**src/hdl/bmprle4_pkg.sv**
```systemverilog
// ----------------------------------------------------------------------------
// bmprle4_pkg
// Shared types, constants and helper functions of the BMP RLE4 span decoder.
// ----------------------------------------------------------------------------
`default_nettype none

package bmprle4_pkg;

  localparam int CfgWidth  = 12;
  localparam int XWidth    = 13;
  localparam int YWidth    = 14;
  localparam int LenWidth  = 8;
  localparam int ColWidth  = 4;
  localparam int IdxWidth  = 2;

  // register indexes on the configuration port
  localparam logic [IdxWidth-1:0] REG_ORIGIN_LEFT  = 2'd0;
  localparam logic [IdxWidth-1:0] REG_ORIGIN_TOP   = 2'd1;
  localparam logic [IdxWidth-1:0] REG_IMAGE_WIDTH  = 2'd2;
  localparam logic [IdxWidth-1:0] REG_IMAGE_HEIGHT = 2'd3;

  localparam logic [CfgWidth-1:0] ORIGIN_LEFT_RST  = 12'd0;
  localparam logic [CfgWidth-1:0] ORIGIN_TOP_RST   = 12'd0;
  localparam logic [CfgWidth-1:0] IMAGE_WIDTH_RST  = 12'd640;
  localparam logic [CfgWidth-1:0] IMAGE_HEIGHT_RST = 12'd480;

  localparam logic [XWidth-1:0]          X_MAX = 13'd8191;
  localparam logic signed [YWidth:0]     Y_MIN = -15'sd4096;

  // escape codes following a zero count byte
  localparam logic [7:0] ESC_EOL   = 8'd0;
  localparam logic [7:0] ESC_EOB   = 8'd1;
  localparam logic [7:0] ESC_DELTA = 8'd2;

  typedef enum logic [2:0] {
    PH_COUNT,
    PH_COLOR,
    PH_ESC,
    PH_ABS,
    PH_PAD,
    PH_DX,
    PH_DY,
    PH_DONE
  } phase_t;

  typedef struct packed {
    logic [CfgWidth-1:0] origin_left;
    logic [CfgWidth-1:0] origin_top;
    logic [CfgWidth-1:0] image_width;
    logic [CfgWidth-1:0] image_height;
  } cfg_t;

  typedef struct packed {
    logic [XWidth-1:0]        span_x;
    logic signed [YWidth-1:0] span_y;
    logic [LenWidth-1:0]      span_length;
    logic [ColWidth-1:0]      even_color;
    logic [ColWidth-1:0]      odd_color;
    logic                     image_done;
  } span_t;

  // handshake between the input register and the decode core
  typedef struct packed {
    logic       valid;
    logic [7:0] code_byte;
    logic       image_start;
  } item_t;

  // pixels of a run that fit between the cursor and the right clip edge
  function automatic logic [LenWidth-1:0] clip_len(input logic [LenWidth-1:0] n,
                                                   input logic [XWidth-1:0] cx,
                                                   input logic [XWidth-1:0] edge_x);
    logic [XWidth-1:0] room;
    room = edge_x - cx;
    if (cx >= edge_x) begin
      return '0;
    end else if (room < {{(XWidth-LenWidth){1'b0}}, n}) begin
      return room[LenWidth-1:0];
    end else begin
      return n;
    end
  endfunction

  function automatic logic [XWidth-1:0] sat_add_x(input logic [XWidth-1:0] cx,
                                                  input logic [LenWidth-1:0] n);
    logic [XWidth:0] sum;
    sum = {1'b0, cx} + {{(XWidth+1-LenWidth){1'b0}}, n};
    return sum[XWidth] ? X_MAX : sum[XWidth-1:0];
  endfunction

  function automatic logic signed [YWidth-1:0] sat_sub_y(input logic signed [YWidth-1:0] cy,
                                                         input logic [LenWidth-1:0] n);
    logic signed [YWidth:0] diff;
    diff = $signed({cy[YWidth-1], cy}) - $signed({{(YWidth+1-LenWidth){1'b0}}, n});
    return (diff < Y_MIN) ? Y_MIN[YWidth-1:0] : diff[YWidth-1:0];
  endfunction

endpackage

`default_nettype wire

```
**src/hdl/bmp_rle4_span_decoder_unit.sv**
```systemverilog
// ----------------------------------------------------------------------------
// bmp_rle4_span_decoder_unit
// BMP RLE4 stream decoder that turns compressed bytes into pixel spans.
// ----------------------------------------------------------------------------
// Usage:
//   Slave channel: one compressed byte per transfer in s_tdata; s_tuser marks
//   the first byte of an image and restarts the cursor at the bottom-left
//   pixel (origin_left, origin_top + image_height - 1).
//   Master channel: zero or one span per byte. m_tlast flags the end-of-image
//   marker (length 0); later bytes are dropped until the next s_tuser.
//   Config port: cfg_we/cfg_index/cfg_data write origin_left, origin_top,
//   image_width, image_height (indexes 0..3). Write only while idle.
//   Path: a byte goes from the input register through the decode logic;
//   its span is registered in the result register that drives m_tdata.
//   Throughput: one byte per cycle while no span waits on m_tready; the
//   phase and cursor registers update on each byte taken.
//   Stall: while a span waits on m_tready, the decoder holds; one further
//   byte is buffered in the input register, then s_tready drops.
//   Reset: registers return to 0, 0, 640, 480 and the decoder expects a
//   run count at column 0, row 479.
// ----------------------------------------------------------------------------
`default_nettype none

module bmp_rle4_span_decoder_unit (
  input  wire logic                             clk,
  input  wire logic                             rst,
  input  wire logic                             s_tvalid,
  output logic                                  s_tready,
  input  wire logic [7:0]                       s_tdata,   // [7:0] code_byte
  input  wire logic                             s_tuser,   // [0] image_start
  output logic                                  m_tvalid,
  input  wire logic                             m_tready,
  // [12:0] span_x, [26:13] span_y, [34:27] span_length,
  // [38:35] even_color, [42:39] odd_color, [47:43] zero
  output logic [47:0]                           m_tdata,
  output logic                                  m_tlast,   // image_done
  input  wire logic                             cfg_we,
  input  wire logic [bmprle4_pkg::IdxWidth-1:0] cfg_index,
  input  wire logic [bmprle4_pkg::CfgWidth-1:0] cfg_data
);
  import bmprle4_pkg::*;

  cfg_t  cfg;
  item_t item;
  span_t res;
  logic  take, res_valid, out_busy;

  bmprle4_cfg u_cfg (
    .clk       (clk),
    .rst       (rst),
    .cfg_we    (cfg_we),
    .cfg_index (cfg_index),
    .cfg_data  (cfg_data),
    .cfg       (cfg)
  );

  bmprle4_in_stage u_in (
    .clk      (clk),
    .rst      (rst),
    .s_tvalid (s_tvalid),
    .s_tready (s_tready),
    .s_tdata  (s_tdata),
    .s_tuser  (s_tuser),
    .take     (take),
    .item     (item)
  );

  bmprle4_core u_core (
    .clk       (clk),
    .rst       (rst),
    .cfg       (cfg),
    .item      (item),
    .out_busy  (out_busy),
    .take      (take),
    .res_valid (res_valid),
    .res       (res)
  );

  bmprle4_out_stage u_out (
    .clk      (clk),
    .rst      (rst),
    .load     (take && res_valid),
    .res      (res),
    .busy     (out_busy),
    .m_tvalid (m_tvalid),
    .m_tready (m_tready),
    .m_tdata  (m_tdata),
    .m_tlast  (m_tlast)
  );

endmodule

`default_nettype wire

```
**src/hdl/bmprle4_cfg.sv**
```systemverilog
// ----------------------------------------------------------------------------
// bmprle4_cfg
// Configuration register file: origin, width and height of the image.
// ----------------------------------------------------------------------------
`default_nettype none

module bmprle4_cfg (
  input  wire logic                               clk,
  input  wire logic                               rst,
  input  wire logic                               cfg_we,
  input  wire logic [bmprle4_pkg::IdxWidth-1:0]   cfg_index,
  input  wire logic [bmprle4_pkg::CfgWidth-1:0]   cfg_data,
  output bmprle4_pkg::cfg_t                       cfg
);
  import bmprle4_pkg::*;

  always_ff @(posedge clk) begin
    if (rst) begin
      cfg.origin_left  <= ORIGIN_LEFT_RST;
      cfg.origin_top   <= ORIGIN_TOP_RST;
      cfg.image_width  <= IMAGE_WIDTH_RST;
      cfg.image_height <= IMAGE_HEIGHT_RST;
    end else if (cfg_we) begin
      unique case (cfg_index)
        REG_ORIGIN_LEFT:  cfg.origin_left  <= cfg_data;
        REG_ORIGIN_TOP:   cfg.origin_top   <= cfg_data;
        REG_IMAGE_WIDTH:  cfg.image_width  <= cfg_data;
        REG_IMAGE_HEIGHT: cfg.image_height <= cfg_data;
        default: ;
      endcase
    end
  end

endmodule

`default_nettype wire

```
**src/hdl/bmprle4_in_stage.sv**
```systemverilog
// ----------------------------------------------------------------------------
// bmprle4_in_stage
// Input register: holds one code byte until the decode core takes it.
// ----------------------------------------------------------------------------
`default_nettype none

module bmprle4_in_stage (
  input  wire logic          clk,
  input  wire logic          rst,
  input  wire logic          s_tvalid,
  output logic               s_tready,
  input  wire logic [7:0]    s_tdata,
  input  wire logic          s_tuser,
  input  wire logic          take,
  output bmprle4_pkg::item_t item
);
  import bmprle4_pkg::*;

  logic valid;
  logic [7:0] code_byte;
  logic image_start;

  assign s_tready = !valid || take;

  always_ff @(posedge clk) begin
    if (rst) begin
      valid <= 1'b0;
    end else if (s_tvalid && s_tready) begin
      valid <= 1'b1;
    end else if (take) begin
      valid <= 1'b0;
    end
  end

  always_ff @(posedge clk) begin
    if (s_tvalid && s_tready) begin
      code_byte   <= s_tdata;
      image_start <= s_tuser;
    end
  end

  assign item = '{valid: valid, code_byte: code_byte, image_start: image_start};

endmodule

`default_nettype wire

```
**src/hdl/bmprle4_core.sv**
```systemverilog
// ----------------------------------------------------------------------------
// bmprle4_core
// Decode state machine: phase, cursor, run counters; one span per byte max.
// ----------------------------------------------------------------------------
`default_nettype none

module bmprle4_core (
  input  wire logic          clk,
  input  wire logic          rst,
  input  wire bmprle4_pkg::cfg_t  cfg,
  input  wire bmprle4_pkg::item_t item,
  input  wire logic          out_busy,
  output logic               take,
  output logic               res_valid,
  output bmprle4_pkg::span_t res
);
  import bmprle4_pkg::*;

  phase_t                    phase, phase_next;
  logic [XWidth-1:0]         cursor_x, cursor_x_next;
  logic signed [YWidth-1:0]  cursor_y, cursor_y_next;
  logic [LenWidth-1:0]       pending_run, pending_run_next;
  logic [LenWidth-1:0]       visible_left, visible_left_next;
  logic [LenWidth-1:0]       bytes_left, bytes_left_next;
  logic                      byte_parity, byte_parity_next;

  // state as seen by this byte, after an optional restart
  phase_t                    eff_phase;
  logic [XWidth-1:0]         eff_x;
  logic signed [YWidth-1:0]  eff_y;
  logic [LenWidth-1:0]       eff_pending, eff_visible, eff_bytes;
  logic                      eff_parity;

  logic [XWidth-1:0]         edge_x;
  logic signed [YWidth-1:0]  start_y;
  logic [LenWidth-1:0]       run_len, abs_visible, bytes_dec;
  logic [3:0]                hi, lo;
  logic [LenWidth-1:0]       emit_len;

  localparam logic [XWidth-1:0]         X_RST = {1'b0, ORIGIN_LEFT_RST};
  localparam logic signed [YWidth-1:0]  Y_RST = YWidth'({2'b00, ORIGIN_TOP_RST})
                                              + YWidth'({2'b00, IMAGE_HEIGHT_RST})
                                              - YWidth'(1);

  assign take = item.valid && !out_busy;

  assign hi      = item.code_byte[7:4];
  assign lo      = item.code_byte[3:0];
  assign edge_x  = {1'b0, cfg.origin_left} + {1'b0, cfg.image_width};
  assign start_y = $signed({2'b00, cfg.origin_top}) + $signed({2'b00, cfg.image_height})
                 - $signed(YWidth'(1));

  always_comb begin
    if (item.image_start) begin
      eff_phase   = PH_COUNT;
      eff_x       = {1'b0, cfg.origin_left};
      eff_y       = start_y;
      eff_pending = '0;
      eff_visible = '0;
      eff_bytes   = '0;
      eff_parity  = 1'b0;
    end else begin
      eff_phase   = phase;
      eff_x       = cursor_x;
      eff_y       = cursor_y;
      eff_pending = pending_run;
      eff_visible = visible_left;
      eff_bytes   = bytes_left;
      eff_parity  = byte_parity;
    end
  end

  assign run_len     = clip_len(eff_pending, eff_x, edge_x);
  assign abs_visible = clip_len(item.code_byte, eff_x, edge_x);
  assign bytes_dec   = (eff_bytes != '0) ? eff_bytes - LenWidth'(1) : eff_bytes;

  // next phase
  always_comb begin
    phase_next = eff_phase;
    unique case (eff_phase)
      PH_COUNT: phase_next = (item.code_byte != '0) ? PH_COLOR : PH_ESC;
      PH_COLOR: phase_next = PH_COUNT;
      PH_ESC: begin
        priority case (item.code_byte)
          ESC_EOL:   phase_next = PH_COUNT;
          ESC_EOB:   phase_next = PH_DONE;
          ESC_DELTA: phase_next = PH_DX;
          default:   phase_next = PH_ABS;
        endcase
      end
      PH_ABS: begin
        // pad byte follows when the absolute run ends on an odd byte count
        if (bytes_dec == '0) phase_next = !eff_parity ? PH_PAD : PH_COUNT;
      end
      PH_PAD:  phase_next = PH_COUNT;
      PH_DX:   phase_next = PH_DY;
      PH_DY:   phase_next = PH_COUNT;
      PH_DONE: phase_next = PH_DONE;
      default: phase_next = PH_DONE;
    endcase
  end

  // datapath and result
  always_comb begin
    cursor_x_next     = eff_x;
    cursor_y_next     = eff_y;
    pending_run_next  = eff_pending;
    visible_left_next = eff_visible;
    bytes_left_next   = eff_bytes;
    byte_parity_next  = (eff_phase == PH_DONE) ? eff_parity : !eff_parity;
    res_valid         = 1'b0;
    res.span_x        = eff_x;
    res.span_y        = eff_y;
    res.span_length   = '0;
    res.even_color    = '0;
    res.odd_color     = '0;
    res.image_done    = 1'b0;
    emit_len          = '0;
    unique case (eff_phase)
      PH_COUNT: begin
        if (item.code_byte != '0) pending_run_next = item.code_byte;
      end
      PH_COLOR: begin
        res_valid        = 1'b1;
        emit_len         = run_len;
        res.span_length  = run_len;
        res.even_color   = (run_len >= LenWidth'(1)) ? hi : '0;
        res.odd_color    = (run_len >= LenWidth'(2)) ? lo : '0;
        cursor_x_next    = sat_add_x(eff_x, run_len);
        pending_run_next = '0;
      end
      PH_ESC: begin
        priority case (item.code_byte)
          ESC_EOL: begin
            cursor_x_next = {1'b0, cfg.origin_left};
            cursor_y_next = sat_sub_y(eff_y, LenWidth'(1));
          end
          ESC_EOB: begin
            res_valid      = 1'b1;
            res.image_done = 1'b1;
          end
          ESC_DELTA: ;
          default: begin
            visible_left_next = abs_visible;
            bytes_left_next   = LenWidth'(({1'b0, item.code_byte} + 9'd1) >> 1);
          end
        endcase
      end
      PH_ABS: begin
        if (eff_visible >= LenWidth'(2)) begin
          res_valid         = 1'b1;
          emit_len          = LenWidth'(2);
          res.span_length   = LenWidth'(2);
          res.even_color    = hi;
          res.odd_color     = lo;
          visible_left_next = eff_visible - LenWidth'(2);
        end else if (eff_visible == LenWidth'(1)) begin
          res_valid         = 1'b1;
          emit_len          = LenWidth'(1);
          res.span_length   = LenWidth'(1);
          res.even_color    = hi;
          visible_left_next = '0;
        end
        cursor_x_next   = sat_add_x(eff_x, emit_len);
        bytes_left_next = bytes_dec;
      end
      PH_PAD: ;
      PH_DX:   cursor_x_next = sat_add_x(eff_x, item.code_byte);
      PH_DY:   cursor_y_next = sat_sub_y(eff_y, item.code_byte);
      PH_DONE: ;
      default: ;
    endcase
  end

  always_ff @(posedge clk) begin
    if (rst) begin
      phase        <= PH_COUNT;
      cursor_x     <= X_RST;
      cursor_y     <= Y_RST;
      pending_run  <= '0;
      visible_left <= '0;
      bytes_left   <= '0;
      byte_parity  <= 1'b0;
    end else if (take) begin
      phase        <= phase_next;
      cursor_x     <= cursor_x_next;
      cursor_y     <= cursor_y_next;
      pending_run  <= pending_run_next;
      visible_left <= visible_left_next;
      bytes_left   <= bytes_left_next;
      byte_parity  <= byte_parity_next;
    end
  end

endmodule

`default_nettype wire

```
**src/hdl/bmprle4_out_stage.sv**
```systemverilog
// ----------------------------------------------------------------------------
// bmprle4_out_stage
// Result register: holds one span until the receiver takes it.
// ----------------------------------------------------------------------------
`default_nettype none

module bmprle4_out_stage (
  input  wire logic          clk,
  input  wire logic          rst,
  input  wire logic          load,
  input  wire bmprle4_pkg::span_t res,
  output logic               busy,
  output logic               m_tvalid,
  input  wire logic          m_tready,
  output logic [47:0]        m_tdata,
  output logic               m_tlast
);
  import bmprle4_pkg::*;

  logic  valid;
  span_t span;

  assign busy     = valid && !m_tready;
  assign m_tvalid = valid;

  always_ff @(posedge clk) begin
    if (rst) begin
      valid <= 1'b0;
    end else if (load) begin
      valid <= 1'b1;
    end else if (m_tready) begin
      valid <= 1'b0;
    end
  end

  always_ff @(posedge clk) begin
    if (load) span <= res;
  end

  assign m_tdata = {5'b0, span.odd_color, span.even_color, span.span_length,
                    span.span_y, span.span_x};
  assign m_tlast = span.image_done;

endmodule

`default_nettype wire
```
**config.mk**
```make
export PLATFORM = sky130hd
export DESIGN_NAME = bmp_rle4_span_decoder_unit
export DESIGN_NICKNAME = d
export VERILOG_FILES = /design/src/hdl/bmprle4_pkg.sv /design/src/hdl/bmp_rle4_span_decoder_unit.sv /design/src/hdl/bmprle4_cfg.sv /design/src/hdl/bmprle4_in_stage.sv /design/src/hdl/bmprle4_core.sv /design/src/hdl/bmprle4_out_stage.sv
export SDC_FILE = /design/constraint.sdc
export NUM_CORES = 1
export LEC_CHECK = 0
export BUFFER_PORTS_ARGS = -buffer_cell sky130_fd_sc_hd__buf_2
export CAP_MARGIN = 15
export CELL_PAD_IN_SITES_DETAIL_PLACEMENT = 1
export CELL_PAD_IN_SITES_GLOBAL_PLACEMENT = 2
export CORE_MARGIN = 1
export CORE_UTILIZATION = 38
export CTS_BUF_LIST = sky130_fd_sc_hd__clkbuf_16
export CTS_CLUSTER_DIAMETER = 100
export DETAILED_ROUTE_END_ITERATION = 7
export PLACE_DENSITY_LB_ADDON = 0.1
export SYNTH_ARGS = -nofsm -noshare
export SYNTH_HDL_FRONTEND = slang
export SYNTH_HIERARCHICAL = 1
export SYNTH_SLANG_ARGS = --single-unit
```
**constraint.sdc**
```tcl
create_clock -name clk -period 10.31 [get_ports clk]
set_clock_uncertainty 0.1 [all_clocks]
set_input_delay 1.031 -clock clk [delete_from_list [all_inputs] [get_ports clk]]
set_output_delay 1.031 -clock clk [all_outputs]
set_load 0.01 [all_outputs]
```
# Yosys cells after proc, flatten, opt, wreduce, memory -nomap -nowiden
# Index checks and enable logic that the tools add are counted.
totals:
  in_bits: 28
  elab_cells: 129
  register_bits: 158
op_classes:
  n_eq_ne: 13
  n_lt_le_gt_ge: 8
  muxes: 52
  reduce_logical: 23
  add_sub_neg: 12
ops:
  columns: ["operator", "n"]
  rows:
  - ["8-bit 2-to-1 mux", 15]
  - ["13-bit 2-to-1 mux", 5]
  - ["14-bit 2-to-1 mux", 4]
  - ["13-bit one-hot mux with 4 select lines", 1]
  - ["8-bit one-hot mux with 2 select lines", 3]
  - ["13-bit by 8-bit adder with 14-bit output", 3]
  - ["16-bit one-hot mux with 2 select lines", 1]
  - ["15-bit by 13-bit < comparator with 1-bit output, second input constant", 2]
  - ["14-bit one-hot mux with 2 select lines", 1]
  - ["12-bit by 12-bit adder with 13-bit output", 2]
  - ["13-bit by 8-bit < comparator with 1-bit output", 2]
  - ["3-bit one-hot mux with 6 select lines", 1]
  - ["8-bit by 1-bit == test with 1-bit output, second input constant", 2]
  - ["8-bit by 2-bit greater-or-equal comparator with 1-bit output, second input constant", 2]
  - ["8-bit logical NOT", 2]
  - ["8-bit nonzero test", 2]
  - ["14-bit by 2-bit subtractor with 15-bit output, second input constant", 1]
  - ["14-bit by 9-bit subtractor with 15-bit output", 1]
  - ["14-bit by 2-bit subtractor with 14-bit output, second input constant", 1]
  - ["13-bit greater-or-equal comparator", 1]
  - ["13-bit subtractor", 1]
  - ["3-bit == test, second input constant", 4]
  - ["12-bit 2-to-1 mux", 1]
  - ["4-bit 2-to-1 mux", 3]
  - ["other kinds (23)", 47]

# Logic depth before layout (Yosys ltp)
# Gate-level depths: netlist (run 1).
depth:
  depth_word: 8
  depth_mapped: 37
  depth_no_buf: 35

# Cells and area by module
# The synthesis (run 1) kept the hierarchy.
modules_own_cells:
  columns: ["module", "instances", "area_per_inst_um2", "cells_each"]
  rows:
  - ["bmprle4_core", 1, 8802.2, 1276]
  - ["bmprle4_cfg", 1, 1950.6, 182]
  - ["bmprle4_out_stage", 1, 1406.3, 53]
  - ["bmprle4_in_stage", 1, 340.3, 16]
  - ["bmp_rle4_span_decoder_unit", 1, 6.3, 1]

# Worst setup path after synthesis (run 1)
# No wires, ideal clock.
synth_path:
  path_type: "register to register"
  startpoint: "reg u_in.image_start"
  endpoint: "reg u_core.cursor_x[1]"
  slack_ps: 2966
  stages_incl_launch_ff: 33
  path_buffers: 6
  arrival_time_ps: 7127
  cell_sequence: "edfxtp_1 -> buf_4 -> buf_2 -> buf_2 -> buf_1 -> clkbuf_1 -> mux2i_1 -> inv_1 -> fa_1 -> nand2b_1 -> nand2b_1 -> a21oi_1 -> xnor2_1 -> ha_1 -> nand4_1 -> nor2_1 -> or4_1 -> a21oi_1 -> and3_1 -> buf_2 -> nor2_1 -> a21oi_1 -> nor2_1 -> ha_1 -> a21o_1 -> a21oi_1 -> o21bai_1 -> a21oi_1 -> a22oi_1 -> o31ai_4 -> o21bai_1 -> a221o_1 -> a22o_1"
synth_rtl:
  columns: ["element", "line", "rtl"]
  rows:
  - ["from (decl)", "bmprle4_in_stage.sv:21", "logic image_start;"]
  - ["from (signal assigned)", "bmprle4_in_stage.sv:38", "image_start <= s_tuser;"]
  - ["to (signal assigned)", "bmprle4_core.sv:186", "cursor_x <= cursor_x_next;"]
  - ["to (decl)", "bmprle4_core.sv:20", "logic [XWidth-1:0] cursor_x, cursor_x_next;"]

# Worst setup path in the final report (run 1)
layout_path:
  startpoint: "reg u_cfg/cfg[36] (netlist name)"
  endpoint: "reg u_core.cursor_x[1]"
layout_via:
  elab_chain_len: 8
layout_lines:
  columns: ["element", "line", "rtl"]
  rows:
  - ["12-bit by 12-bit adder with 13-bit output or 13-bit 2-to-1 mux (tied branches)", "bmprle4_core.sv:49, bmprle4_core.sv:54", null]
  - ["13-bit subtractor", "bmprle4_pkg.sv:74", "room = edge_x - cx;"]
  - ["13-bit by 8-bit < comparator with 1-bit output", "bmprle4_pkg.sv:77", "end else if (room < {{(XWidth-LenWidth){1'b0}}, n}) begin"]
  - ["8-bit 2-to-1 mux", "bmprle4_pkg.sv:77", null]
  - ["8-bit 2-to-1 mux", "bmprle4_pkg.sv:75", "if (cx >= edge_x) begin"]
  - ["13-bit by 8-bit adder with 14-bit output", "bmprle4_pkg.sv:87", "sum = {1'b0, cx} + {{(XWidth+1-LenWidth){1'b0}}, n};"]
  - ["13-bit 2-to-1 mux", "bmprle4_pkg.sv:88", "return sum[XWidth] ? X_MAX : sum[XWidth-1:0];"]
  - ["13-bit one-hot mux with 4 select lines *", "bmprle4_core.sv:119", "unique case (eff_phase)"]
# Mark *: on every way between the ends. The rest lies on a longest branch, timed or not.
# A chain may end at the register's enable or synchronous reset.

==> results of run 1 <==
==> final timing paths <==
kind / slack [ns] / end / cells past startpoint
min reg2reg: 0.37 / u_core/byte_parity$_SDFFE_PP0P_ / 2
max reg2reg: 2.24 / u_core/cursor_x[1]$_SDFFE_PP0P_ / 33
min: 0.37 / u_core/byte_parity$_SDFFE_PP0P_ / 2
max: 2.24 / u_core/cursor_x[1]$_SDFFE_PP0P_ / 33
==> critical path, delay by kind of cell (launching register included) <==
kind	cells	cell delay, ns
buffers and inverters	1	0.06
AOI/OAI and AO/OA	18	3.93
and+or+nand+nor	9	2.07
adders and majority gates	4	1.33
DFF	1	0.38
xor gates and xnor gates	1	0.08
==> final cells by class <==
class | count | area, sq um | share of cell area [%]
inverters | 113 | 424 | 3.05
flip-flops and latches | 158 | 3690 | 26.5
diodes | 1 | 2.50 | 0.0180
repair buffers | 99 | 569 | 4.09
clock buffers | 20 | 500 | 3.60
multi-input cells | 1188 | 8090 | 58.1
well taps | 442 | 553 | 3.97
clock inverters | 12 | 81.3 | 0.584
==> cells in the final DEF, fill, tap and decap left out, types with 22 or more instances in the layout <==
cell      Yosys  layout
o21a_1       22      22
nand2b_1     74      74
buf_4         7      26
a21oi_1      96      96
ha_1         95      95
xnor2_1      46      46
nor3_1       43      41
nand3_1      43      43
buf_2        14      72
dfxtp_1     105     105
mux2i_1      70      70
a21o_1       23      23
o21ai_0     111     111
inv_1       107     109
edfxtp_1     53      53
nand2_1     119     119
nor2_1      141     141
==> power groups by stage <==
stage | clock network (mW) | registers [mW] | logic (mW)
finish | 0.645 | 0.694 | 0.568
CTS | 0.664 | 0.694 | 0.564
floorplan | 0 | 0.697 | 0.397
global route | 0.684 | 0.697 | 0.627
detailed placement | 0 | 0.708 | 0.557
global placement | 0 | 0.707 | 0.549
==> stage by stage <==
stage	total power, mW	utilization [%]	area [sq um]	hold slack [ns]	setup slack, ns
after global routing	2.01	42.9	13900	0.396	1.39
after CTS	1.92	42.8	13900	0.366	2.31
after floorplan	1.09	-	12500	0.321	2.97
after detailed placement	1.26	41.0	13300	0.357	2.32
final	1.91	42.9	13900	0.369	2.24
after global placement	1.26	41.0	13300	0.342	2.61
==> state kept, by name, summed over array words and instances (netlist names) <==
register	cells
u_cfg/cfg	48
u_core/byte_parity	1
u_out/m_tdata	43
u_core/cursor_x	13
u_in/image_start	1
u_out/m_tvalid	1
u_core/bytes_left	8
u_core/pending_run	8
u_core/cursor_y	14
u_out/m_tlast	1
u_in/valid	1
u_in/code_byte	8
u_core/visible_left	8
u_core/phase	3
==> cells by family (layout without fill, tap and decap cells) <==
kind of cell               count (synthesis)  after routing  share of synthesized area [%]
AOI/OAI and AO/OA                        418            418                           22.5
DFF                                      158            158                           29.5
muxes                                     79             79                           6.41
adders and majority gates                102            102                           10.6
xor gates and xnor gates                  52             52                           3.64
buffers and inverters                    186            244                           6.01
other                                      1              6                         0.0300
and+or+nand+nor                          532            532                           21.3
==> routing by layer <==
metal / vias to the layer above / global-route usage (%) / share of wire (%)
li1: 5598 / - / -
met5: - / 0 / 0
met2: 242 / 43.0 / 45
met3: 40 / 3.96 / 4.3
met1: 5749 / 37.9 / 49
met4: 0 / 8.07 / 2.0
==> metrics.md, run 1 <==
| Metric | Value |
|---|---|
| Synth top area share | `16.8%` |
| Synth cell types | `between 90 and 100` |
| Final setup viols | `0` |
| Critical Path AT | `8.32 ns` |
| Area Growth Syn to Fin | `11.3%` |
| Final Hold Vio Count | `0` |
| CP Max Fanout | `12` |
| Total GRT Usage | `27.1%` |
| Switching portion of total power | `35.5%` |
| Max-slew headroom | `between 20% and 30%` |
| Post-route DRC | `0` |
| Commonest cells in the netlist | `nor2_1, nand2_1, o21ai_0, inv_1, dfxtp_1` |
| CP required | `approximately 11 ns` |
| Seq pwr share | `36.4%` |
| First-pass GRT wire length | `between 60000 and 70000 um` |
| Maximum clock frequency | `0.124 GHz` |
| Ys async rst share | `0%` |
| Top-count cell post-synth | `nor2_1` |
| Vias in the first global route | `approximately 12000` |
| Final nets | `~1700` |
| CTS root buf | `clkbuf_16` |
| Hold path start | `u_core/byte_parity$_SDFFE_PP0P_` |
| Via count | `11600` |
| Setup TNS | `0 ns` |
| Row cnt | `66` |
| Routed WL | `approximately 45000 um` |
| Critical path's slowest cell | `and3_1` |
| CTS tree | `yes` |
| Final cell count without fillers | `2033` |
| Number of synthesized register bits | `158` |
| Mapped Cells | `between 1500 and 2000` |
| Slew Limit Fails | `0` |
| Area leader, netlist | `dfxtp_1` |
| Hpwl dp | `33800 um` |
| Period minus WS final | `8.07 ns` |
| Outcome | `finished, final reports clean` |
| Sequential fraction of the synthesis area | `around 30%` |
| Antenna-violating nets left | `0` |
| Input/output buffers | `73` |
| Least-Margin Pin Slew | `1.11 ns` |
| Maximum vdd drop | `0.128 mV` |
| Synth top area cells | `dfxtp_1, edfxtp_1, ha_1` |
| Die area | `33600 sq um` |
| Routed len/inst | `22.0 um` |
| Placed insts | `1999` |
| Overflow after GRT | `0` |
| Top cell by count, worst path | `o21ai_0` |
| Antenna violations before repair | `0` |
| Slowest stage delay, CP | `0.55 ns` |
| Setup crit start kind | `register` |
| Max Cap Viol | `0` |
| Mapped Avg Cell Area | `8.18 sq um` |
| Share of post-route cells with drive strength above 1 | `11.0%` |
| Number of synthesized flops with an enable pin | `53` |
| Yosys warning total | `6` |
| Leakage power | `5.76 nW` |
| DR pass1 iterations | `5` |
| Clock sinks | `158` |
| Net load switching power | `678 uW` |
| CTS Hold Bufs | `0` |
| Synth Flop Type | `dfxtp_1` |
| Fill cell count | `3936` |
| Worst R2R Start | `u_cfg/cfg[36]$_SDFFE_PP0P_` |
| CTS buffer count | `17` |
| GPL Wtd Cong | `0.854` |
| Unrepaired setup endpoints after global routing | `no` |
| Die W | `183 um` |
| Kind of end point of the critical path | `register` |
| DRT iter0 DRCs | `736` |
| Worst skew pair latency | `between 0.4 and 0.5 ns` |
| Cell Area, Synth | `12500 sq um` |
| Cell-internal power | `around 1.2 mW` |
| Clk pwr share | `33.8%` |
| # IOs | `79` |
| Clock transition at the registers of the reported paths | `roughly 0.070 ns` |
| Core area | `32500 sq um` |
| Initial Utilization | `38.5%` |
| Pwr/cell area | `137 nW/um^2` |
| Setup Buffers After CTS | `0` |
| Gate power share | `29.8%` |
| Die Ht | `183 um` |
| Vias/cell | `5.72` |
| CP startpoint | `u_cfg/cfg[36]$_SDFFE_PP0P_` |
| Post-cts sizing count | `0` |
| Worst-case clock buffer depth | `2` |
| Largest net degree at the start of global routing | `76` |
| Worst setup path category | `reg -> reg` |
| CTS HTree Levels | `4` |
| Min-delay worst type | `reg -> reg` |
| Tcrit/Tclk final | `78.3%` |
Power figures use the tool's default switching activity.
==> run 2: changes to the inputs <==
--- a/config.mk
+++ b/config.mk
@@ -5,12 +5,13 @@
 export SDC_FILE = /design/constraint.sdc
 export NUM_CORES = 1
 export LEC_CHECK = 0
+export ABC_AREA = 1
 export BUFFER_PORTS_ARGS = -buffer_cell sky130_fd_sc_hd__buf_2
 export CAP_MARGIN = 15
 export CELL_PAD_IN_SITES_DETAIL_PLACEMENT = 1
 export CELL_PAD_IN_SITES_GLOBAL_PLACEMENT = 2
 export CORE_MARGIN = 1
-export CORE_UTILIZATION = 38
+export CORE_UTILIZATION = 35
 export CTS_BUF_LIST = sky130_fd_sc_hd__clkbuf_16
 export CTS_CLUSTER_DIAMETER = 100
 export DETAILED_ROUTE_END_ITERATION = 7
==> constraint.sdc (replaced) <==
create_clock -name clk -period 7.5 [get_ports clk]
set_clock_uncertainty 0.1 [all_clocks]
set_input_delay 0.75 -clock clk [delete_from_list [all_inputs] [get_ports clk]]
set_output_delay 0.75 -clock clk [all_outputs]
set_load 0.01 [all_outputs]
==> run 2 against run 1 <==
The run now ends with DRC left. Clock-buffer cell count shrank 1. Synthesized area is 1.9% higher. Sequential share of layout area decreased by 0.41 points. Synthesized cell count is 22% higher. Hold slack lost 0.0036 ns. Critical path depth grew 7. Flip-flop and latch count unchanged. Critical path type unchanged. Critical endpoint is now u_core/cursor_x[9]$_SDFFE_PP0P_.
==> metrics.md, run 2 <==
| Metric | Value |
|---|---|
| Initial Utilization | `35.7% (was 38.5%)` |
| Worst setup path category | `reg -> reg (unchanged)` |
| Period minus WS final | `6.53 ns (was 8.07 ns)` |
| Max Cap Viol | `0 (unchanged)` |
| Synth top area share | `16.5% (was 16.8%)` |
| CTS Hold Bufs | `0 (unchanged)` |
| First-pass GRT wire length | `72500 um (was 69500 um)` |
| Clock sinks | `158 (unchanged)` |
| Die area | `37200 sq um (was 33600 sq um)` |
| DRT iter0 DRCs | `632 (was 736)` |
| Least-Margin Pin Slew | `1.08 ns (was 1.11 ns)` |
| Post-route DRC | `4 (was 0)` |
| Slew Limit Fails | `0 (unchanged)` |
| Setup Buffers After CTS | `0 (unchanged)` |
| Antenna-violating nets left | `0 (unchanged)` |
| Total GRT Usage | `25.9% (was 27.1%)` |
| Worst path buffer plus inverter count | `8 (was 1)` |
| Commonest cells in the netlist | `nand2_1, inv_1, nor2_1, a21oi_1, dfxtp_1 (was nor2_1, nand2_1, o21ai_0, inv_1, dfxtp_1)` |
| Largest reg by FF count | `u_cfg/cfg (unchanged)` |
| Input/output buffers | `73 (unchanged)` |
| Critical Path AT | `6.74 ns (was 8.32 ns)` |
| Routed len/inst | `19.5 um (was 22.0 um)` |
| Synth top area cells | `dfxtp_1, nand2_1, edfxtp_1 (was dfxtp_1, edfxtp_1, ha_1)` |
| Cell Area, Synth | `12700 sq um (was 12500 sq um)` |
| Routed WL | `46600 um (was 44700 um)` |
| Tcrit/Tclk final | `87.0% (was 78.3%)` |
| Slowest stage delay, CP | `0.46 ns (was 0.55 ns)` |
| GPL Wtd Cong | `0.880 (was 0.854)` |
| Critical path's slowest cell | `xnor2_1 (was and3_1)` |
| Vias in the first global route | `12500 (was 11700)` |
| Number of synthesized register bits | `158 (unchanged)` |
| Final setup viols | `0 (unchanged)` |
| Final nets | `2051 (was 1707)` |
| Synth Flop Type | `dfxtp_1 (unchanged)` |
| Largest register FFs | `48 (unchanged)` |
| Via count | `12500 (was 11600)` |
| CTS root buf | `clkbuf_16 (unchanged)` |
| Worst-case clock buffer depth | `2 (unchanged)` |
| Worst skew pair latency | `0.46 ns (was 0.45 ns)` |
| Maximum clock frequency | `0.153 GHz (was 0.124 GHz)` |
| Post-cts sizing count | `0 (unchanged)` |
| Max-slew headroom | `27.9% (was 25.5%)` |
| CP required | `7.71 ns (was 10.55 ns)` |
| Share of post-route cells with drive strength above 1 | `11.4% (was 11.0%)` |
| CP Max Fanout | `14 (was 12)` |
| Area leader, netlist | `dfxtp_1 (unchanged)` |
| Maximum vdd drop | `0.170 mV (was 0.128 mV)` |
| Final Hold Vio Count | `0 (unchanged)` |
| Ys async rst share | `0% (unchanged)` |
| Pwr/cell area | `204 nW/um^2 (was 137 nW/um^2)` |
| CTS tree | `yes (unchanged)` |
| Die Ht | `193 um (was 183 um)` |
| Number of synthesized flops with an enable pin | `53 (unchanged)` |
| Overflow after GRT | `0 (unchanged)` |
| Leakage power | `6.89 nW (was 5.76 nW)` |
| Die W | `193 um (was 183 um)` |
| # IOs | `79 (unchanged)` |
| Reg2Reg Setup Slack | `0.97 ns (was 2.24 ns)` |
| # diodes | `0 (was 1)` |
| Yosys warning total | `6 (unchanged)` |
| Setup crit start kind | `register (unchanged)` |
| Kind of end point of the critical path | `register (unchanged)` |
| Hpwl dp | `35100 um (was 33800 um)` |
| Antenna violations before repair | `0 (unchanged)` |
| Mapped Cells | `1865 (was 1528)` |
| Placed insts | `2362 (was 1999)` |
| CTS HTree Levels | `4 (unchanged)` |
| Sequential fraction of the synthesis area | `29.0% (was 29.5%)` |
| Synth cell types | `63 (was 94)` |
| Area Growth Syn to Fin | `10.9% (was 11.3%)` |
| Commonest non-fill, non-tap cell in the layout | `nand2_1 (was nor2_1)` |
| Clock transition at the registers of the reported paths | `0.07 ns (about the same)` |
| Core area | `35700 sq um (was 32500 sq um)` |
| Failing checks | `DRC` |
| CTS buffer count | `17 (unchanged)` |
| Most frequent cells in the layout | `nand2_1, inv_1, nor2_1 (was nor2_1, nand2_1, o21ai_0)` |
| CP delay by family, top | `simple AND/OR/NAND/NOR gates (was compound AO/OA/AOI/OAI gates)` |
| Final cell count without fillers | `2395 (was 2033)` |
| Largest net degree at the start of global routing | `53 (was 76)` |
| Vias/cell | `5.20 (was 5.72)` |
| Unrepaired setup endpoints after global routing | `no (unchanged)` |
| Top cell by count, worst path | `nand2_1 (was o21ai_0)` |
| Top-count cell post-synth | `nand2_1 (was nor2_1)` |
| Row cnt | `69 (was 66)` |
| DR pass1 iterations | `7 (was 5)` |
| Setup TNS | `0 ns (unchanged)` |
| Outcome | `finished with violations (was finished, final reports clean)` |
| Mapped Avg Cell Area | `6.83 sq um (was 8.18 sq um)` |
| Min-delay worst type | `reg -> reg (unchanged)` |
## run 2: cell count changes after synthesis, moves of 32 or more
cell      previous run  this run
mux2i_1             70         0
nand3_1             43        96
o21ai_0            111        71
nand2_1            119       429
xor2_1               6        55
nand2b_1            74         0
xnor2_1             46        14
nor2_1             141       189
inv_1              107       292
## run 2: logic make-up after synthesis
kind of cell	synth area share, %
AO/OA/AOI/OAI	15.7
AND/OR/NAND/NOR	28.4
adder cells (fa/ha/maj)	10.4
other	0.0294
buffers and inverters	11.7
flip-flops	29.0
XOR/XNOR	4.74
## run 2: tightest hold or removal path, stage by stage, from the launching register on
cell     delay, ns
dfxtp_1       0.31
nand2_1       0.06
a21oi_1       0.05
## run 2: report_power, final
group | internal (mW) | leakage (nW) | switching [mW]
logic | 0.342 | 5.23 | 0.703
registers | 0.930 | 1.37 | 0.0326
clock network | 0.469 | 0.289 | 0.414
total | 1.74 | 6.89 | 1.15
## run 2: final timing paths
path / start / end / cells after the start
hold / removal: u_core/visible_left[1]$_SDFFE_PP0P_ / u_core/visible_left[1]$_SDFFE_PP0P_ / 2
setup reg to reg: u_cfg/cfg[36]$_SDFFE_PP0P_ / u_core/cursor_x[9]$_SDFFE_PP0P_ / 40
setup / recovery: u_cfg/cfg[36]$_SDFFE_PP0P_ / u_core/cursor_x[9]$_SDFFE_PP0P_ / 40
hold reg to reg: u_core/visible_left[1]$_SDFFE_PP0P_ / u_core/visible_left[1]$_SDFFE_PP0P_ / 2
## run 2: area by class of cell
type | count | area [sq um]
clock buffers | 19 | 475
fillers | 4627 | 21600
multi-input cells | 1337 | 7580
clock inverters | 13 | 97.6
well taps | 461 | 577
repair buffers | 97 | 543
flip-flops and latches | 158 | 3690
inverters | 310 | 1170
## run 2: per-layer routing
| metal | wire [um] | part of all wire, % | global-route usage (%) | vias up |
|---|---|---|---|---|
| met3 | 1310 | 2.8 | 3.40 | 45 |
| met2 | 21800 | 47 | 42.9 | 197 |
| met1 | 22600 | 49 | 35.0 | 6048 |
| li1 | - | - | - | 6161 |
| met4 | 911 | 2.0 | 7.33 | 0 |
| met5 | 0 | 0 | 0 | - |
## run 2: through the flow
step | worst slack, ns | hold slack (ns) | power [mW] | utilization (%) | area, sq um
floorplan | 1.54 | 0.333 | 1.70 | - | 12800
global placement | 0.669 | 0.347 | 2.00 | 37.9 | 13600
detailed placement | 0.511 | 0.356 | 2.01 | 37.9 | 13600
CTS | 0.481 | 0.366 | 2.91 | 39.5 | 14100
global route | 0.383 | 0.367 | 3.08 | 39.5 | 14100
finish | 0.975 | 0.365 | 2.89 | 39.5 | 14100
==> run 3: changes to the inputs <==
--- a/config.mk
+++ b/config.mk
@@ -15,7 +15,7 @@
 export CTS_BUF_LIST = sky130_fd_sc_hd__clkbuf_16
 export CTS_CLUSTER_DIAMETER = 100
 export DETAILED_ROUTE_END_ITERATION = 7
-export PLACE_DENSITY_LB_ADDON = 0.1
+export PLACE_DENSITY_LB_ADDON = 0.05
 export SYNTH_ARGS = -nofsm -noshare
 export SYNTH_HDL_FRONTEND = slang
 export SYNTH_HIERARCHICAL = 1
==> run 3 against run 2 <==
The flow still finishes with violations (DRC). Via count is 0.85% lower. Sequential share of layout area up 0.11 points. Fmax fell by 4.9%.
==> metrics.md, run 3 (synthesized netlist as in run 2, its figures left out) <==
| Metric | Value |
|---|---|
| Maximum clock frequency | `0.146 GHz (was 0.153 GHz)` |
| CTS HTree Levels | `4 (unchanged)` |
| Largest net degree at the start of global routing | `61 (was 53)` |
| Slew Limit Fails | `0 (unchanged)` |
| Failing checks | `DRC (unchanged)` |
| Max-slew headroom | `26.5% (was 27.9%)` |
| Max layer used | `met4 (unchanged)` |
| Wl on met1 | `23200 um (was 22600 um)` |
| Largest register FFs | `48 (unchanged)` |
| Fill cell count | `4678 (was 4627)` |
| Clock transition at the registers of the reported paths | `0.07 ns (about the same)` |
| # IOs | `79 (unchanged)` |
| Slowest stage delay, CP | `0.67 ns (was 0.46 ns)` |
| DR pass1 iterations | `7 (unchanged)` |
| Die W | `193 um (unchanged)` |
| Leakage power | `6.84 nW (was 6.89 nW)` |
| Unrepaired setup endpoints after global routing | `no (unchanged)` |
| CP Max Fanout | `14 (unchanged)` |
| Setup TNS | `0 ns (unchanged)` |
| Initial Utilization | `35.7% (unchanged)` |
| Final Core Density | `39.4% (was 39.5%)` |
| Pwr/cell area | `202 nW/um^2 (was 204 nW/um^2)` |
| Worst setup path category | `reg -> reg (unchanged)` |
| Outcome | `finished with violations (unchanged)` |
| Final Hold Vio Count | `0 (unchanged)` |
| Met2 routed WL | `21400 um (was 21800 um)` |
| Worst skew pair latency | `0.45 ns (was 0.46 ns)` |
| Tcrit/Tclk final | `91.5% (was 87.0%)` |
| Row cnt | `69 (unchanged)` |
| Min-delay worst type | `reg -> reg (unchanged)` |
| Worst-case clock buffer depth | `2 (unchanged)` |
| Core area | `35700 sq um (unchanged)` |
| Critical path's slowest cell | `edfxtp_1 (was xnor2_1)` |
| Total GRT Usage | `25.6% (was 25.9%)` |
| Post-cts sizing count | `0 (unchanged)` |
| Post-place setup slack | `0.693 ns (was 0.511 ns)` |
| CTS root buf | `clkbuf_16 (unchanged)` |
| Commonest non-fill, non-tap cell in the layout | `nand2_1 (unchanged)` |
| Overflow after GRT | `0 (unchanged)` |
| # diodes | `0 (unchanged)` |
| Hpwl dp | `34900 um (was 35100 um)` |
| Max Cap Viol | `0 (unchanged)` |
| DRT iter0 DRCs | `543 (was 632)` |
| Final cell count without fillers | `2387 (was 2395)` |
| Kind of end point of the critical path | `register (unchanged)` |
| CP required | `7.71 ns (about the same)` |
| Setup Buffers After CTS | `0 (unchanged)` |
| Setup crit start kind | `register (unchanged)` |
| Placed insts | `2354 (was 2362)` |
| CTS buffer count | `17 (unchanged)` |
| Antenna-violating nets left | `0 (unchanged)` |
| Antenna violations before repair | `0 (unchanged)` |
| CTS Hold Bufs | `0 (unchanged)` |
| Maximum vdd drop | `0.182 mV (was 0.170 mV)` |
| Top cell by count, worst path | `nand2_1 (unchanged)` |
| Most frequent cells in the layout | `nand2_1, inv_1, nor2_1 (unchanged)` |
| Input/output buffers | `73 (unchanged)` |
| Share of post-route cells with drive strength above 1 | `11.1% (was 11.4%)` |
| Largest reg by FF count | `u_cfg/cfg (unchanged)` |
| Critical Path AT | `7.07 ns (was 6.74 ns)` |
| Vias in the first global route | `12200 (was 12500)` |
| Least-Margin Pin Slew | `1.10 ns (was 1.08 ns)` |
| First-pass GRT wire length | `71500 um (was 72500 um)` |
| Via count | `12300 (was 12500)` |
| Final worst slack | `0.638 ns (was 0.975 ns)` |
| Clock sinks | `158 (unchanged)` |
| Final nets | `2043 (was 2051)` |
| Period minus WS final | `6.86 ns (was 6.53 ns)` |
| Vias/cell | `5.17 (was 5.20)` |
| Area Growth Syn to Fin | `10.4% (was 10.9%)` |
| Met3 Wirelength | `1280 um (was 1310 um)` |
| Final setup viols | `0 (unchanged)` |
| Routed WL | `46400 um (was 46600 um)` |
| Die Ht | `193 um (unchanged)` |
| CTS tree | `yes (unchanged)` |
| GPL Wtd Cong | `0.871 (was 0.880)` |
| Post-route DRC | `6 (was 4)` |
| Routed len/inst | `19.5 um (about the same)` |
| Die area | `37200 sq um (unchanged)` |
-- run 3: cell types whose count changed in the layout (fill, tap and decap cells not counted), sizes merged --
cell      change
clkinv        -2
buf           -8
clkbuf        -1
clkinvlp      +2
inv           +1
-- run 3: per-stage QoR --
| step | hold slack, ns | instance area (sq um) | power, mW |
|---|---|---|---|
| 3_3_place_gp | 0.349 | 13500 | 1.98 |
| 6_report | 0.367 | 14100 | 2.84 |
| 5_1_grt | 0.365 | 14100 | 3.03 |
| 3_5_place_dp | 0.357 | 13500 | 1.99 |
| 4_1_cts | 0.359 | 14100 | 2.87 |
| 2_1_floorplan | 0.333 | 12800 | 1.70 |
-- run 3: cell type report --
class / instances / area [sq um] / area share (%)
Multi-Input combinational cell: 1337 / 7580 / 53.9
Sequential cell: 158 / 3690 / 26.2
Inverter: 310 / 1170 / 8.29
Tap cell: 461 / 577 / 4.10
Timing Repair Buffer: 89 / 498 / 3.54
Clock buffer: 18 / 450 / 3.20
Clock inverter: 14 / 104 / 0.738
-- run 3: path summary, 6_finish.rpt --
check / start / end / slack, ns / cells past startpoint
hold reg to reg: u_core/pending_run[5]$_SDFFE_PP0P_ / u_core/pending_run[5]$_SDFFE_PP0P_ / 0.37 / 2
setup reg to reg: u_in/image_start$_DFFE_PP_ / u_core/cursor_x[9]$_SDFFE_PP0P_ / 0.64 / 38
setup / recovery: u_in/image_start$_DFFE_PP_ / u_core/cursor_x[9]$_SDFFE_PP0P_ / 0.64 / 38
hold / removal: u_core/pending_run[5]$_SDFFE_PP0P_ / u_core/pending_run[5]$_SDFFE_PP0P_ / 0.37 / 2
-- run 3: where the power goes --
part | internal [mW] | switching (mW) | leakage [nW]
Sequential | 0.930 | 0.0304 | 1.37
Clock | 0.448 | 0.414 | 0.273
Combinational | 0.328 | 0.692 | 5.20
-- run 3: critical path: cells and delay by family, from the launching register on --
| family | cells | cell delay, ns |
|---|---|---|
| AND/OR/NAND/NOR | 18 | 1.71 |
| AO/OA/AOI/OAI | 8 | 1.62 |
| adder cells (fa/ha/maj) | 4 | 1.37 |
| buffers and inverters | 7 | 0.78 |
| flip-flops | 1 | 0.67 |
| XOR/XNOR | 1 | 0.44 |
-- run 3: routing by layer --
metal / vias up / global-route usage, %
li1: 6166 / -
met1: 5963 / 35.9
met2: 181 / 41.7
met3: 35 / 2.86
met4: 0 / 5.66
met5: - / 0
